[src/sv/sfbp_pkg.sv]
package sfbp_pkg;

  // Record layout
  localparam int WORD_W      = 32;
  localparam int NUM_WORDS   = 5;
  localparam int KEY_W       = 2;
  localparam int KEY_IN_W    = 32;
  localparam int REC_WORDS_W = WORD_W * NUM_WORDS;
  localparam int REC_W       = REC_WORDS_W + KEY_W;

  // Stream packing
  localparam int IN_TDATA_W    = REC_WORDS_W + KEY_IN_W;
  localparam int IN_KEY_LSB    = REC_WORDS_W;
  localparam int OUT_TDATA_W   = ((REC_W + 7) / 8) * 8;
  localparam int OUT_PAD_W     = OUT_TDATA_W - REC_W;
  localparam int OUT_LAYER_LSB = REC_WORDS_W;

  // Sizing
  localparam int CAPACITY_DEF = 64;
  localparam int CMDQ_DEPTH   = 2;
  localparam int OUTQ_DEPTH   = 4;
  localparam int OUTQ_PTR_W   = 2;
  localparam int OUTQ_CNT_W   = 3;

  // Key passes run from the top key down to the bottom key
  localparam logic [KEY_W-1:0] KEY_FIRST_PASS = 2'd3;
  localparam logic [KEY_W-1:0] KEY_LAST_PASS  = 2'd0;

  typedef struct packed {
    logic [KEY_W-1:0]                 key;
    logic [NUM_WORDS-1:0][WORD_W-1:0] words;
  } rec_t;

  // Classified item handed from front to back
  typedef struct packed {
    rec_t rec;
    logic keep;
    logic last;
  } cmd_t;

  // Result waiting in the output queue
  typedef struct packed {
    rec_t rec;
    logic last;
    logic ovf;
  } res_t;

  typedef enum logic [1:0] {
    BK_IDLE,
    BK_SCAN,
    BK_FLUSH
  } back_state_t;

endpackage

[src/sv/sfbp_front.sv]
module sfbp_front import sfbp_pkg::*; (
  input  logic                  clk,
  input  logic                  rst_n,
  input  logic                  in_tvalid,
  output logic                  in_tready,
  input  logic [IN_TDATA_W-1:0] in_tdata,
  input  logic                  in_tlast,
  output logic                  cmd_valid,
  output cmd_t                  cmd,
  input  logic                  cmd_pop
);

  cmd_t          q_r [CMDQ_DEPTH];
  logic          wr_ptr_r, wr_ptr_nxt;
  logic          rd_ptr_r, rd_ptr_nxt;
  logic [1:0]    cnt_r, cnt_nxt;
  logic [KEY_IN_W-1:0] key_in;
  cmd_t          new_cmd;
  logic          push;

  // Classify the incoming record
  always_comb begin
    key_in            = in_tdata[IN_KEY_LSB +: KEY_IN_W];
    new_cmd.rec.words = in_tdata[REC_WORDS_W-1:0];
    new_cmd.rec.key   = key_in[KEY_W-1:0];
    new_cmd.keep      = (key_in[KEY_IN_W-1:KEY_W] == '0);
    new_cmd.last      = in_tlast;
  end

  assign in_tready = (cnt_r != 2'(CMDQ_DEPTH));
  // Drop records that neither store nor end the set
  assign push      = in_tvalid && in_tready && (new_cmd.keep || new_cmd.last);
  assign cmd_valid = (cnt_r != '0);
  assign cmd       = q_r[rd_ptr_r];

  // Advance queue pointers
  always_comb begin
    wr_ptr_nxt = push ? ~wr_ptr_r : wr_ptr_r;
    rd_ptr_nxt = cmd_pop ? ~rd_ptr_r : rd_ptr_r;
    cnt_nxt    = cnt_r + {1'b0, push} - {1'b0, cmd_pop};
  end

  always_ff @(posedge clk) begin
    if (!rst_n) begin
      wr_ptr_r <= 1'b0;
      rd_ptr_r <= 1'b0;
      cnt_r    <= '0;
    end else begin
      wr_ptr_r <= wr_ptr_nxt;
      rd_ptr_r <= rd_ptr_nxt;
      cnt_r    <= cnt_nxt;
    end
  end

  // Hold queued records
  always_ff @(posedge clk) begin
    if (push) begin
      q_r[wr_ptr_r] <= new_cmd;
    end
  end

endmodule

[config.mk]
export PLATFORM = sky130hd
export DESIGN_NAME = sfbp_front
export DESIGN_NICKNAME = d
export VERILOG_FILES = /design/src/sv/sfbp_pkg.sv /design/src/sv/sfbp_front.sv
export SDC_FILE = /design/constraint.sdc
export NUM_CORES = 1
export LEC_CHECK = 0
export ABC_AREA = 1
export ABC_CLOCK_PERIOD_IN_PS = 10280
export BUFFER_PORTS_ARGS = -buffer_cell sky130_fd_sc_hd__buf_4
export CORE_UTILIZATION = 55
export DETAILED_ROUTE_END_ITERATION = 12
export PLACE_DENSITY = 0.94
export SLEW_MARGIN = 10
export SYNTH_ARGS = -nofsm -noshare
export SYNTH_HDL_FRONTEND = slang
export SYNTH_SLANG_ARGS = --single-unit
export TNS_END_PERCENT = 5
[constraint.sdc]
create_clock -name clk -period 10.28 [get_ports clk]
set_clock_uncertainty 0.1 [all_clocks]
set_input_delay 0.514 -clock clk [delete_from_list [all_inputs] [get_ports clk]]
set_output_delay 0.514 -clock clk [all_outputs]
set_load 0.01 [all_outputs]
==> summary.md <==
| Metric | Value |
|---|---|
| Final nets | `1151` |
| GRT Total Usage | `about 22%` |
| Critical Path Source Type | `flip-flop` |
| Core box area | `0.0218 sq mm` |
| HP Class | `in2reg` |
| Area delta synth->final | `32.1%` |
| Maximum clock frequency | `approximately 0.32 GHz` |
| Yosys warning total | `0` |
| Worst Path Arrival | `between 2000 and 3000 ps` |
| CTS Buffer Depth | `3` |
| Syn avg cell area | `between 20 and 25 sq um` |
| Top post-synthesis cells by area | `edfxtp_1 81%, mux2_1 15%, dfxtp_1 0.82%` |
| Most used cell, CP | `buf_4` |
| I/O Buffers | `362` |
| Register area share after synthesis | `about four fifths` |
| Post-layout util | `between 70% and 80%` |
| Hold wc startpoint | `in_tdata[157]` |
| Yosys reg bits | `between 300 and 400` |
| Die W | `around 150 um` |
| Worst Hold End | `q_r[1][159]$_DFFE_PP_` |
| Reg2Reg Depth | `5` |
| Crit path capture type | `primary output` |
| Final Hold Viols | `0` |
| Hold depth | `1` |
| Clk_lat worst skew | `about 520 ps` |
| CTS sink cnt | `333` |
| Post-Syn Area | `0.0122 sq mm` |
| Cell Rows | `54` |
| Layout filler cell count | `roughly 1300` |
| RSZ-0062 raised after global routing | `false` |
| Initial antenna violation count | `0` |
| Die H | `between 150 and 200 um` |
| CTS tree | `yes` |
| Syn nets | `around 770` |
| Die ar. | `0.0227 sq mm` |
| Worst hold slack | `~63 ps` |
| Largest net degree at the start of global routing | `roughly 90` |
| Post-synth top area share | `between 80% and 90%` |
| Pwr dens | `181 mW/mm^2` |
| Fin crit period | `3110 ps` |
| Post-DRT Antenna Nets | `0` |
| Slowest stage delay, CP | `820 ps` |
| R2r setup slk | `between 7000 and 8000 ps` |
| Crit Reg-Reg Startpoint | `cnt_r[0]$_SDFF_PN0_` |
| Vias per cell | `~5.2` |
| Max Cap Violations | `0` |
| Reg area | `0.00995 sq mm` |
| Vias | `around 6500` |
| Critical path peak fanout | `between 70 and 80` |
| DRC violations left | `0` |
| Final Cycle Share | `between 30 and 40%` |
| Crit path max-delay family | `buffers and inverters` |
| Final Max Tran Viols | `0` |
| First-pass GRT wire length | `36800 um` |
| Routability cong. | `roughly 0.74` |
| Post-CTS Resized | `0` |
| Setup violations, final | `0` |
| Post-CTS setup buffers | `0` |
| Sum of net half-perimeters after detailed placement | `around 17000 um` |
| Rel. slew slack | `about 30%` |
| Iter 0 DRT Violations | `around 300` |
| Starting Density | `55.9%` |
| Crit path depth | `3` |
| Least-Margin Pin Slew | `1040 ps` |
| CP max stage cell | `buf_4` |
| Mapped Cells | `570` |
| WP buf/inv | `2` |
| Outcome | `complete, no violations` |
| DRT Wirelength | `about 26000 um` |
| GRT Residual Overflow | `0` |
| N_diodes | `0` |
| Clock root buffer | `clkbuf_16` |
| Critical path class | `reg2out` |
| Peak supply drop | `~140 uV` |
| Synth unique cells | `19` |
| Hold-fix buffers, CTS | `0` |
| Worst-path cell chain | `buf_4 > mux2_1 > buf_4` |
| Area occupied by multi-input gates | `0.00209 sq mm` |
| Leakage | `around 0.0060 uW` |
| Synth area leader | `edfxtp_1` |
| Worst EP required | `9670 ps` |
| Number of global-route vias before repair | `6792` |
| Clock-pin slew on the worst setup and hold paths | `~60 ps` |
| Level count of the clock H-tree | `1` |
| Cts bufs inserted | `31` |
| Setup TNS Final | `0 ps` |
| R2R Path End | `q_r[1][96]$_DFFE_PP_` |
| Top Ports | `about 360` |
| Share of cells above drive strength 1 | `42.3%` |
| Drt pass-1 iters | `7` |
| Post-DR wirelength/cell | `20.7 um` |
sequential cells by signal, indices dropped and copies added (netlist names), named ones only:
register,cells
wr_ptr_r,1
q_r,328
rd_ptr_r,1
cnt_r,2
through the flow:
stage          std cells  power, uW  setup WS [ps]  cell area (sq um)
2_1_floorplan        570       1730           4310              12200
6_report            1252       2900           7170              16100
3_3_place_gp        1199       1900           6780              15200
4_1_cts             1252       2920           7130              16100
3_5_place_dp        1199       1910           6730              15200
5_1_grt             1252       2990           7040              16100
synth_stat cells:
master,instances
a21boi_1,1
mux2_1,164
edfxtp_1,328
inv_1,5
o21ai_1,1
o21ai_2,1
nor2_2,1
nand2_2,1
or2_2,1
buf_4,6
ha_1,2
dfxtp_1,5
nand3_1,1
or2_1,1
nor2_1,23
xor2_1,1
nand2_1,14
a21oi_1,2
buf_2,12
kinds of logic after synthesis:
kind of cell,synth area share (%)
AOI/OAI and AO/OA,0.257
xor gates and xnor gates,0.0721
adders and majority gates,0.206
buffers and inverters,1.02
DFF,81.9
muxes,15.2
and+or+nand+nor,1.39
cells in the final DEF, fill, tap and decap left out:
cell / instances
nand2_2: 1
nand2_1: 14
inv_6: 1
clkbuf_1: 7
edfxtp_1: 328
o21ai_2: 1
nor2_4: 1
bufinv_16: 1
a21boi_1: 1
clkbuf_16: 31
dfxtp_4: 1
dfxtp_1: 4
o21ai_1: 1
mux2_1: 164
nand3_1: 1
inv_1: 4
buf_4: 367
or2_1: 1
clkinv_1: 8
clkinv_2: 6
nor2_1: 23
a21oi_1: 2
or2_2: 1
xor2_1: 1
ha_1: 2
report_power, final:
group          total [uW]  switching (uW)  internal (uW)
combinational         305             150            155
clock                1020             449            572
sequential           1580            16.2           1560
total                2900             614           2290
routing by layer:
layer	GRT usage, %	wire length (um)
met1	23.4	8930
met2	41.8	14300
met3	6.06	2140
met4	6.65	584
met5	0	0
cell type report:
class                   instances  share of cell area [%]
multi-input cells             214                    13.0
well taps                     280                    2.18
inverters                       5                   0.148
repair buffers                367                    17.2
clock buffers                  38                    4.99
flip-flops and latches        333                    62.0
clock inverters                15                   0.561
how the worst max path moves through the flow:
stage | from | to | slack, ps
5_1_grt | flip-flop | cmd[117] | 7040
3_3_place_gp | in_tdata[185] | q_r[1][37]$_DFFE_PP_ | 6780
2_1_floorplan | in_tdata[191] | q_r[0][0]$_DFFE_PP_ | 4310
4_1_cts | flip-flop | cmd[117] | 7130
6_report | flip-flop | cmd[117] | 7170
3_5_place_dp | in_tdata[185] | q_r[1][144]$_DFFE_PP_ | 6730
worst reg2reg max path, delay by kind of cell (launching register included):
family                 cells  cell delay (ps)
flip-flops                 1              340
AO/OA/AOI/OAI              1              240
buffers and inverters      3             1590
AND/OR/NAND/NOR            1              220
Note: power is estimated with default switching activity, not from simulation.
